**src/hw/rtl/assert_macros.svh**
```systemverilog
// Assertion macros shared by the tracker pattern unpacker RTL.
`ifndef ASSERT_MACROS_SVH
`define ASSERT_MACROS_SVH

// Checked property, disabled while reset is high.
`define TPU_ASSERT(lbl, clk, rst, prop) \
  lbl: assert property (@(posedge clk) disable iff (rst) prop) \
    else $error("%m: assertion failed");

// Checked property, also evaluated during reset.
`define TPU_ASSERT_ALWAYS(lbl, clk, prop) \
  lbl: assert property (@(posedge clk) prop) \
    else $error("%m: assertion failed");

`endif

```
**src/hw/rtl/tpu_pkg.sv**
```systemverilog
// Types, phase codes and helper functions of the tracker pattern unpacker.
package tpu_pkg;

  localparam int MAX_CHANNELS = 64;
  localparam int CH_W         = $clog2(MAX_CHANNELS);

  // parse phases
  localparam logic [2:0] PH_CHAN   = 3'd0;
  localparam logic [2:0] PH_MASK   = 3'd1;
  localparam logic [2:0] PH_NOTE   = 3'd2;
  localparam logic [2:0] PH_INSTR  = 3'd3;
  localparam logic [2:0] PH_VOLPAN = 3'd4;
  localparam logic [2:0] PH_CMD    = 3'd5;
  localparam logic [2:0] PH_CMDVAL = 3'd6;
  localparam logic [2:0] PH_APPLY  = 3'd7;  // mask read in flight

  localparam logic [7:0] NOTE_PAUSE = 8'd254;
  localparam logic [7:0] MASK_NOTE   = 8'h11;
  localparam logic [7:0] MASK_INSTR  = 8'h22;
  localparam logic [7:0] MASK_VOLPAN = 8'h44;
  localparam logic [7:0] MASK_CMD    = 8'h88;

  typedef struct packed {
    logic [3:0] flags;   // bit 0 note, 1 instr, 2 volpan, 3 command
    logic [7:0] note;
    logic [7:0] instr;
    logic [7:0] volpan;
    logic [7:0] code;
    logic [7:0] arg;
  } chan_rec_t;

  localparam chan_rec_t REC_RESET = '{
    flags:  4'b0001,
    note:   NOTE_PAUSE,
    instr:  8'h00,
    volpan: 8'h00,
    code:   8'h00,
    arg:    8'h00
  };

  // first fetch phase at or after 'from' with its mask bit set, else PH_CHAN
  function automatic logic [2:0] fetch_after(input logic [7:0] mask,
                                             input logic [2:0] from);
    logic [2:0] ph;
    ph = PH_CHAN;
    for (int p = 5; p >= 2; p--) begin
      if (3'(p) >= from && mask[p - 2]) ph = 3'(p);
    end
    return ph;
  endfunction

  function automatic logic [3:0] flag_bits(input logic [7:0] mask);
    return {|(mask & MASK_CMD), |(mask & MASK_VOLPAN),
            |(mask & MASK_INSTR), |(mask & MASK_NOTE)};
  endfunction

endpackage

```
**src/hw/rtl/tpu_ram.sv**
```systemverilog
// Generic single-write, single-read RAM with registered read data.
module tpu_ram #(
  parameter int WIDTH = 8,
  parameter int DEPTH = 64
) (
  input  logic                     clk,
  input  logic                     we,
  input  logic [$clog2(DEPTH)-1:0] waddr,
  input  logic [WIDTH-1:0]         wdata,
  input  logic                     re,
  input  logic [$clog2(DEPTH)-1:0] raddr,
  output logic [WIDTH-1:0]         rdata
);

  logic [WIDTH-1:0] mem [DEPTH];

  always_ff @(posedge clk) begin
    if (we) begin
      mem[waddr] <= wdata;
    end
    if (re) begin
      rdata <= mem[raddr];
    end
  end

endmodule

```
**src/hw/rtl/tpu_front.sv**
```systemverilog
// Byte parser: channel masks, per-channel values and flags, row records.
module tpu_front #(
  parameter int OUT_CHANNELS = 5
) (
  input  logic                                       clk,
  input  logic                                       rst,
  input  logic                                       in_valid,
  output logic                                       in_ready,
  input  logic [7:0]                                 data_byte,
  input  logic                                       pattern_start,
  input  logic [15:0]                                row_count,
  output logic                                       push,
  output logic [OUT_CHANNELS*$bits(tpu_pkg::chan_rec_t):0] push_data,
  input  logic                                       q_full
);
  import tpu_pkg::*;

  localparam int KW = (OUT_CHANNELS > 1) ? $clog2(OUT_CHANNELS) : 1;

  logic [2:0]        phase, phase_next;
  logic [CH_W-1:0]   cur_ch, cur_ch_next;
  logic [7:0]        cur_mask, cur_mask_next;
  logic [15:0]       rows_done, rows_next;
  logic [MAX_CHANNELS-1:0] mask_vld, mask_vld_next;
  chan_rec_t [OUT_CHANNELS-1:0] recs, recs_next;
  logic              rd_vld, rd_vld_next;

  logic              acc;
  logic [2:0]        phase_v, ph_eff;
  logic [15:0]       rows_v;
  logic [MAX_CHANNELS-1:0] vld_v;
  chan_rec_t [OUT_CHANNELS-1:0] recs_v, recs_a;
  logic [7:0]        rd_data, m_eff, mask_use;
  logic              active, cur_in, last_row;
  logic              ram_we, ram_re;
  logic [CH_W-1:0]   ram_raddr;
  logic [KW-1:0]     cur_k;

  assign in_ready = !q_full;
  assign acc      = in_valid && in_ready;

  assign m_eff    = rd_vld ? rd_data : 8'h00;
  assign cur_in   = cur_ch < CH_W'(OUT_CHANNELS);
  assign cur_k    = cur_ch[KW-1:0];
  assign last_row = (17'(rows_v) + 17'd1) == 17'(row_count);
  assign ram_raddr = CH_W'(data_byte - 8'd1);

  always_comb begin
    phase_v = pattern_start ? PH_CHAN : phase;
    rows_v  = pattern_start ? 16'd0 : rows_done;
    vld_v   = pattern_start ? '0 : mask_vld;
    for (int k = 0; k < OUT_CHANNELS; k++) begin
      recs_v[k] = pattern_start ? REC_RESET : recs[k];
    end
    active   = rows_v < row_count;
    ph_eff   = (phase_v == PH_APPLY) ? fetch_after(m_eff, PH_NOTE) : phase_v;
    mask_use = (phase_v == PH_APPLY) ? m_eff : cur_mask;
    recs_a   = recs_v;
    if (phase_v == PH_APPLY && cur_in) begin
      recs_a[cur_k].flags = flag_bits(m_eff);
    end

    phase_next    = phase;
    cur_ch_next   = cur_ch;
    cur_mask_next = cur_mask;
    rows_next     = rows_done;
    mask_vld_next = mask_vld;
    recs_next     = recs;
    rd_vld_next   = rd_vld;
    push          = 1'b0;
    push_data     = {last_row, recs_a};
    ram_we        = 1'b0;
    ram_re        = 1'b0;

    if (acc) begin
      phase_next    = phase_v;
      cur_ch_next   = pattern_start ? '0 : cur_ch;
      rows_next     = rows_v;
      mask_vld_next = vld_v;
      recs_next     = recs_v;
      if (active) begin
        recs_next     = recs_a;
        cur_mask_next = mask_use;
        phase_next    = ph_eff;
        unique case (ph_eff) inside
          PH_CHAN: begin
            if (data_byte == 8'h00) begin
              push      = 1'b1;
              rows_next = rows_v + 16'd1;
              for (int k = 0; k < OUT_CHANNELS; k++) begin
                recs_next[k].flags = 4'b0000;
              end
            end else begin
              cur_ch_next = ram_raddr;
              ram_re      = 1'b1;
              rd_vld_next = vld_v[ram_raddr];
              phase_next  = data_byte[7] ? PH_MASK : PH_APPLY;
            end
          end
          PH_MASK: begin
            ram_we                = 1'b1;
            mask_vld_next[cur_ch] = 1'b1;
            cur_mask_next         = data_byte;
            if (cur_in) begin
              recs_next[cur_k].flags = flag_bits(data_byte);
            end
            phase_next = fetch_after(data_byte, PH_NOTE);
          end
          PH_NOTE, PH_INSTR, PH_VOLPAN, PH_CMD, PH_CMDVAL: begin
            if (cur_in) begin
              case (ph_eff)
                PH_NOTE:   recs_next[cur_k].note   = data_byte;
                PH_INSTR:  recs_next[cur_k].instr  = data_byte;
                PH_VOLPAN: recs_next[cur_k].volpan = data_byte;
                PH_CMD:    recs_next[cur_k].code   = data_byte;
                default:   recs_next[cur_k].arg    = data_byte;
              endcase
            end
            if (ph_eff == PH_CMD) begin
              phase_next = PH_CMDVAL;
            end else if (ph_eff == PH_CMDVAL) begin
              phase_next = PH_CHAN;
            end else begin
              phase_next = fetch_after(mask_use, ph_eff + 3'd1);
            end
          end
          default: begin
            phase_next = PH_CHAN;
          end
        endcase
      end
    end
  end

  always_ff @(posedge clk) begin
    if (rst) begin
      phase     <= PH_CHAN;
      cur_ch    <= '0;
      cur_mask  <= 8'h00;
      rows_done <= 16'd0;
      mask_vld  <= '0;
      rd_vld    <= 1'b0;
      for (int k = 0; k < OUT_CHANNELS; k++) begin
        recs[k] <= REC_RESET;
      end
    end else begin
      phase     <= phase_next;
      cur_ch    <= cur_ch_next;
      cur_mask  <= cur_mask_next;
      rows_done <= rows_next;
      mask_vld  <= mask_vld_next;
      rd_vld    <= rd_vld_next;
      recs      <= recs_next;
    end
  end

  tpu_ram #(
    .WIDTH (8),
    .DEPTH (MAX_CHANNELS)
  ) u_mask_ram (
    .clk   (clk),
    .we    (ram_we),
    .waddr (cur_ch),
    .wdata (data_byte),
    .re    (ram_re),
    .raddr (ram_raddr),
    .rdata (rd_data)
  );

endmodule

```
**src/hw/rtl/tpu_queue.sv**
```systemverilog
// Two-entry queue of row records between parser and result sequencer.
`include "assert_macros.svh"

module tpu_queue #(
  parameter int WIDTH = 221
) (
  input  logic             clk,
  input  logic             rst,
  input  logic             push,
  input  logic [WIDTH-1:0] push_data,
  output logic             full,
  input  logic             pop,
  output logic [WIDTH-1:0] pop_data,
  output logic             not_empty
);

  logic [WIDTH-1:0] slots [2];
  logic             wr_ptr, rd_ptr;
  logic [1:0]       count;

  assign full      = count == 2'd2;
  assign not_empty = count != 2'd0;
  assign pop_data  = slots[rd_ptr];

  always_ff @(posedge clk) begin
    if (push) begin
      slots[wr_ptr] <= push_data;
    end
  end

  always_ff @(posedge clk) begin
    if (rst) begin
      wr_ptr <= 1'b0;
      rd_ptr <= 1'b0;
      count  <= 2'd0;
    end else begin
      if (push) wr_ptr <= !wr_ptr;
      if (pop)  rd_ptr <= !rd_ptr;
      count <= count + {1'b0, push} - {1'b0, pop};
    end
  end

  `TPU_ASSERT(a_no_push_full, clk, rst, full |-> !push)
  `TPU_ASSERT(a_no_pop_empty, clk, rst, !not_empty |-> !pop)
  `TPU_ASSERT_ALWAYS(a_count_range, clk, rst || count != 2'd3)

endmodule

```
**src/hw/rtl/tpu_back.sv**
```systemverilog
// Result sequencer: expands a row record into one transfer per channel.
`include "assert_macros.svh"

module tpu_back #(
  parameter int OUT_CHANNELS = 5
) (
  input  logic        clk,
  input  logic        rst,
  input  logic [OUT_CHANNELS*$bits(tpu_pkg::chan_rec_t):0] pop_data,
  input  logic        not_empty,
  output logic        pop,
  output logic        out_valid,
  input  logic        out_ready,
  output logic [47:0] out_data,
  output logic        out_last,
  output logic        out_user
);
  import tpu_pkg::*;

  localparam int KW = (OUT_CHANNELS > 1) ? $clog2(OUT_CHANNELS) : 1;
  localparam logic [KW-1:0] KLAST = KW'(OUT_CHANNELS - 1);

  chan_rec_t [OUT_CHANNELS-1:0] row_q, row_in;
  logic                         last_q;
  logic                         busy;
  logic [KW-1:0]                k;
  logic                         adv;
  chan_rec_t                    cur;

  assign row_in = pop_data[OUT_CHANNELS*$bits(chan_rec_t)-1:0];
  assign adv    = !out_valid || out_ready;
  assign pop    = not_empty && (!busy || (adv && k == KLAST));
  assign cur    = row_q[k];

  always_ff @(posedge clk) begin
    if (busy && adv) begin
      out_data <= {1'b0, cur.arg, cur.code, cur.flags[3], cur.volpan, cur.flags[2],
                   cur.instr, cur.flags[1], cur.note, cur.flags[0], 3'(k)};
      out_last <= k == KLAST;
      out_user <= last_q;
    end
    if (pop) begin
      row_q  <= row_in;
      last_q <= pop_data[OUT_CHANNELS*$bits(chan_rec_t)];
    end
  end

  always_ff @(posedge clk) begin
    if (rst) begin
      out_valid <= 1'b0;
      busy      <= 1'b0;
      k         <= '0;
    end else begin
      if (adv) begin
        out_valid <= busy;
        if (busy) begin
          k <= (k == KLAST) ? '0 : k + KW'(1);
        end
      end
      if (pop) begin
        busy <= 1'b1;
      end else if (adv && busy && k == KLAST) begin
        busy <= 1'b0;
      end
    end
  end

  `TPU_ASSERT(a_load_shows, clk, rst, (busy && adv) |=> out_valid)

endmodule

```
**src/hw/rtl/tracker_pattern_unpacker.sv**
```systemverilog
// Top level of the tracker pattern unpacker: parser, row queue, result sequencer.
// Takes one packed byte per cycle; bytes stall only while the two-entry row queue is full.
// A row-end byte yields OUT_CHANNELS transfers through the row queue, row register and
// output register, one per cycle while m_tready holds; the result side sets the row rate.
// The mask store is a 64-entry RAM whose registered read data is taken up by the next byte.
// Synchronous reset clears the pattern state and sets row_count to 64; no clearing pass.
module tracker_pattern_unpacker #(
  parameter int OUT_CHANNELS = 5
) (
  input  logic        clk,
  input  logic        rst,
  input  logic        cfg_we,
  input  logic [15:0] cfg_data,     // row_count
  input  logic        s_tvalid,
  output logic        s_tready,
  input  logic [7:0]  s_tdata,      // data_byte
  input  logic        s_tuser,      // pattern_start
  output logic        m_tvalid,
  input  logic        m_tready,
  // channel_index[2:0], note_valid, note_value, instr_valid, instr_value,
  // volpan_valid, volpan_value, effect_valid, effect_code, effect_arg, zero pad
  output logic [47:0] m_tdata,
  output logic        m_tlast,      // row_last_channel
  output logic        m_tuser       // pattern_last_row
);
  import tpu_pkg::*;

  localparam int QW = OUT_CHANNELS * $bits(chan_rec_t) + 1;

  logic [15:0]   row_count;
  logic          push, q_full, pop, q_nempty;
  logic [QW-1:0] push_data, pop_data;

  always_ff @(posedge clk) begin
    if (rst) begin
      row_count <= 16'd64;
    end else if (cfg_we) begin
      row_count <= cfg_data;
    end
  end

  tpu_front #(
    .OUT_CHANNELS (OUT_CHANNELS)
  ) u_front (
    .clk           (clk),
    .rst           (rst),
    .in_valid      (s_tvalid),
    .in_ready      (s_tready),
    .data_byte     (s_tdata),
    .pattern_start (s_tuser),
    .row_count     (row_count),
    .push          (push),
    .push_data     (push_data),
    .q_full        (q_full)
  );

  tpu_queue #(
    .WIDTH (QW)
  ) u_queue (
    .clk       (clk),
    .rst       (rst),
    .push      (push),
    .push_data (push_data),
    .full      (q_full),
    .pop       (pop),
    .pop_data  (pop_data),
    .not_empty (q_nempty)
  );

  tpu_back #(
    .OUT_CHANNELS (OUT_CHANNELS)
  ) u_back (
    .clk       (clk),
    .rst       (rst),
    .pop_data  (pop_data),
    .not_empty (q_nempty),
    .pop       (pop),
    .out_valid (m_tvalid),
    .out_ready (m_tready),
    .out_data  (m_tdata),
    .out_last  (m_tlast),
    .out_user  (m_tuser)
  );

endmodule
```
**config.mk**
```make
export PLATFORM = sky130hd
export DESIGN_NAME = tracker_pattern_unpacker
export DESIGN_NICKNAME = d
export VERILOG_FILES = /design/src/hw/rtl/tpu_pkg.sv /design/src/hw/rtl/tpu_ram.sv /design/src/hw/rtl/tpu_front.sv /design/src/hw/rtl/tpu_queue.sv /design/src/hw/rtl/tpu_back.sv /design/src/hw/rtl/tracker_pattern_unpacker.sv
export VERILOG_INCLUDE_DIRS = /design/src /design/src/hw/rtl
export SDC_FILE = /design/constraint.sdc
export NUM_CORES = 2
export LEC_CHECK = 0
export ABC_AREA = 1
export BUFFER_PORTS_ARGS = -buffer_cell sky130_fd_sc_hd__buf_2
export CELL_PAD_IN_SITES_DETAIL_PLACEMENT = 1
export CELL_PAD_IN_SITES_GLOBAL_PLACEMENT = 1
export CORE_UTILIZATION = 40
export CTS_CLUSTER_DIAMETER = 60
export DETAILED_ROUTE_END_ITERATION = 8
export PLACE_DENSITY = 0.7
export SLEW_MARGIN = 20
export SYNTH_ARGS = -nofsm -noshare
export SYNTH_HDL_FRONTEND = slang
export SYNTH_SLANG_ARGS = --single-unit
```
**constraint.sdc**
```tcl
create_clock -name clk -period 12.9 [get_ports clk]
set_input_delay 0 -clock clk [delete_from_list [all_inputs] [get_ports clk]]
set_output_delay 0 -clock clk [all_outputs]
set_load 0.01 [all_outputs]
```
==> impl_metrics.csv <==
group,metric,value,unit
floorplanning,num_rows,150,
critical_path,crit_arrival,6.22,ns
run_status,outcome,"completed",
clock_network,cts_sinks,1571,
sta,fin_crit_sh,0.449,
cells_and_area,nets,6750,
yosys,synth_ff_type,"edfxtp_1",
yosys,ys_seq_area_frac,0.651,
critical_path,cp-start-kind,"input pin",
cells_and_area,final_area,75800,um^2
clock_network,hold_buffers,57,
floorplanning,die_w,412,um
place,gp_congestion,0.875,
yosys,syn_inst,6724,
floorplanning,fp.dieH,412,um
clock_network,cts_resized,0,
global_route,grt_use_total,0.257,
power,power.internal,9.88,mW
critical_path,worst_ep_required_time,13.33,ns
yosys,synth_top_area_share,0.550,
hold_path,min_path_type,"input pin to flop",
place,post-place-ws,6.91,ns
drt,vias,51300,
clock_network,numCtsBuffers,173,
place,dp_hpwl,133000,um
critical_path,worstPathMaxFanout,134,
power,p_switching,4.57,mW
drt,drc,0,
power,combPwrFrac,0.204,
clock_network,cts_max_path_buffers,3,
power,power,14.5,mW
yosys,synthTopCellsByArea,"edfxtp_1, dfxtp_1, nand2_1, o21ai_0, nor2_1",
sta,setup_viol,0,
job,drv_cap,0,
clock_network,ctsRootBufferMaster,"clkbuf_16",
clock_network,post_cts_buffers,0,
sta,fin_hold_ws,0.267,ns
sta,clock-skew-final,0.0542,ns
hold_path,holdPathStages,2,
yosys,synth-seq-cells,1571,
drt,routed_wl,222000,um
sta,fin_crit,5.79,ns
cells_and_area,synthToLayoutAreaGrowth,12.8,%
yosys,postSynthAreaPerCell,10.0,um^2
cells_and_area,drive_above_1_share,0.0749,
power,p_sw_frac,0.316,
floorplanning,core_area,167000,um^2
power,clockPowerShare,0.347,
yosys,synth.net_count,6783,
clock_network,cts_tree,"done",
critical_path,cp-end-kind,"flop",
sta,worst_pin_slew,1.22,ns
critical_path,rr_worst_depth,16,
yosys,synth_edf_count,1232,
place,portBuffers,80,
power,p_leak,27.8,nW
power,seq_power_share,0.449,
drt,wire_per_inst,24.5,um
clock_network,cts.htree.levels,4,
floorplanning,die-area,170000,um^2
place,placed_cell_area,69500,um^2
global_route,grt_pass1_vias,52100,
sta,rsz0062_at_grt,"false",
sta,final.setup.worst_slack,7.11,ns
global_route,grt_overflow,0,
yosys,synth_area,67200,um^2
sta,final-max-slew-violation-count,0,
yosys,postSynth.asyncResetShare,0,
clock_network,clkTransAtPathRegs,0.06,ns
sta,finalSetupTns,0,ns
power,max-vdd-ir-drop,0.000167,V
critical_path,crit_type,"input pin to flop",
global_route,grt_pass1_wl,330000,um
floorplanning,initial_core_util,0.402,
yosys,ys_warn_count,0,
global_route,grt_max_degree,193,
global_route,antenna_found_initial,7,
sta,fmax,173,MHz
clock_network,clk_latency,0.84,ns
drt,drtIter0Drc,4536,
sta,relSlewSlack,0.183,
floorplanning,io_pins,82,
yosys,yosysTopAreaCell,"edfxtp_1",
drt,ant_nets,0,
drt,dr.pass1.iters,6,
power,p_per_area,191,nW/um^2
sta,hold_viol_final,0,
yosys,synthDistinctLibCells,51,
drt,routed_via_density,5.67,
==> cell usage in the layout (no fill, tap or decap), drive strengths merged, types with 8 or more instances in the layout <==
cell            n
a211oi          8
a21oi         494
a221o          44
a22oi           9
a31oi          43
buf           171
bufinv         15
clkbuf        229
clkinv         62
clkinvlp        8
dfxtp         339
dlygate4sd3    57
edfxtp       1232
ha             29
inv           494
nand2        1473
nand3         249
nand4          24
nor2          788
nor3           58
o2111ai        11
o211ai         72
o21ai         743
o221ai         84
o22ai          55
xor2           16
==> cell usage after synthesis, drive strengths merged, types with 16 or more instances <==
library cell,instances
nand2,1473
clkbuf,349
nand3,249
nor2,788
dfxtp,339
a21oi,494
o22ai,55
o211ai,72
buf,88
nand4,24
a31oi,43
ha,29
xor2,16
o21ai,743
nor3,58
o221ai,84
a221o,44
inv,481
edfxtp,1232
==> per-stage QoR <==
step / util / std cells
2_1_floorplan: - / 6724
5_1_grt: 0.454 / 9037
3_5_place_dp: 0.416 / 8663
4_1_cts: 0.454 / 9037
6_report: 0.454 / 9038
3_3_place_gp: 0.416 / 8663
==> power groups by stage <==
stage               clock [mW]  combinational, mW  sequential [mW]
finish                    5.02               2.94             6.50
global route              5.27               3.22             6.55
CTS                       5.10               2.95             6.50
detailed placement           0               2.92             6.60
global placement             0               2.81             6.57
floorplan                    0               1.79             6.64
==> path summary, 6_finish.rpt <==
check,startpoint,slack (ns),end
max,s_tuser,7.11,u_queue.slots[0][43]
min reg2reg,u_back.last_q,0.43,u_back.out_user
max reg2reg,u_front.rows_done[9],7.23,u_queue.slots[0][43]
min,s_tdata[3],0.27,u_front.u_mask_ram.mem[9][3]
==> logic make-up (layout without fill, tap and decap cells) <==
| family | after synthesis | after routing | synth area share |
|---|---|---|---|
| adders and majority gates | 29 | 29 | 0.00540 |
| buffers and inverters | 927 | 1036 | 0.0536 |
| other | 1 | 2 | 0.0000558 |
| AOI/OAI and AO/OA | 1576 | 1576 | 0.132 |
| xor gates and xnor gates | 18 | 18 | 0.00266 |
| and+or+nand+nor | 2601 | 2601 | 0.155 |
| DFF | 1571 | 1571 | 0.651 |
| muxes | 1 | 1 | 0.000149 |
==> registers in the layout, indices dropped and copies added (netlist names), 3 cells and up <==
| signal | cells |
|---|---|
| u_front.cur_ch | 6 |
| u_front.mask_vld | 64 |
| u_back.row_q | 220 |
| u_back.k | 3 |
| u_front.u_mask_ram.mem | 512 |
| u_back.out_data | 47 |
| u_front.phase | 3 |
| u_front.cur_mask | 4 |
| u_front.recs | 220 |
| u_front.rows_done | 16 |
| u_front.u_mask_ram.rdata | 8 |
| row_count | 16 |
| u_queue.slots | 442 |
==> critical path: stages <==
cell and delay [ns]:
dlygate4sd3_1 0.53, buf_4 0.22, inv_4 0.49, nand2_2 0.15, nor2_4 0.32, nand2_1 0.18, nand3_1 0.22, ha_1 0.28
inv_1 0.06, nor2_1 0.27, inv_1 0.11, nor3_2 0.25, buf_4 0.33, nand2_1 0.24, nor2_4 0.62, buf_12 0.61
buf_4 0.92
==> routing by layer <==
metal | vias up | track usage | wire (um)
li1 | 23200 | - | -
met1 | 26100 | 0.348 | 95300
met2 | 1575 | 0.421 | 106000
met3 | 370 | 0.0410 | 13200
met4 | 4 | 0.0879 | 7020
met5 | - | 0 | 19
==> layout make-up <==
type	count	area (um^2)
antenna	1	2.50
clock buffer	228	4730
tap	2204	2760
fill	18400	91200
sequential	1571	43800
multi-input combinational	4226	20000
clock inverter	89	998
inverter	490	1870
timing repair buffer	229	1710
Note: power is estimated with default switching activity, not from simulation.
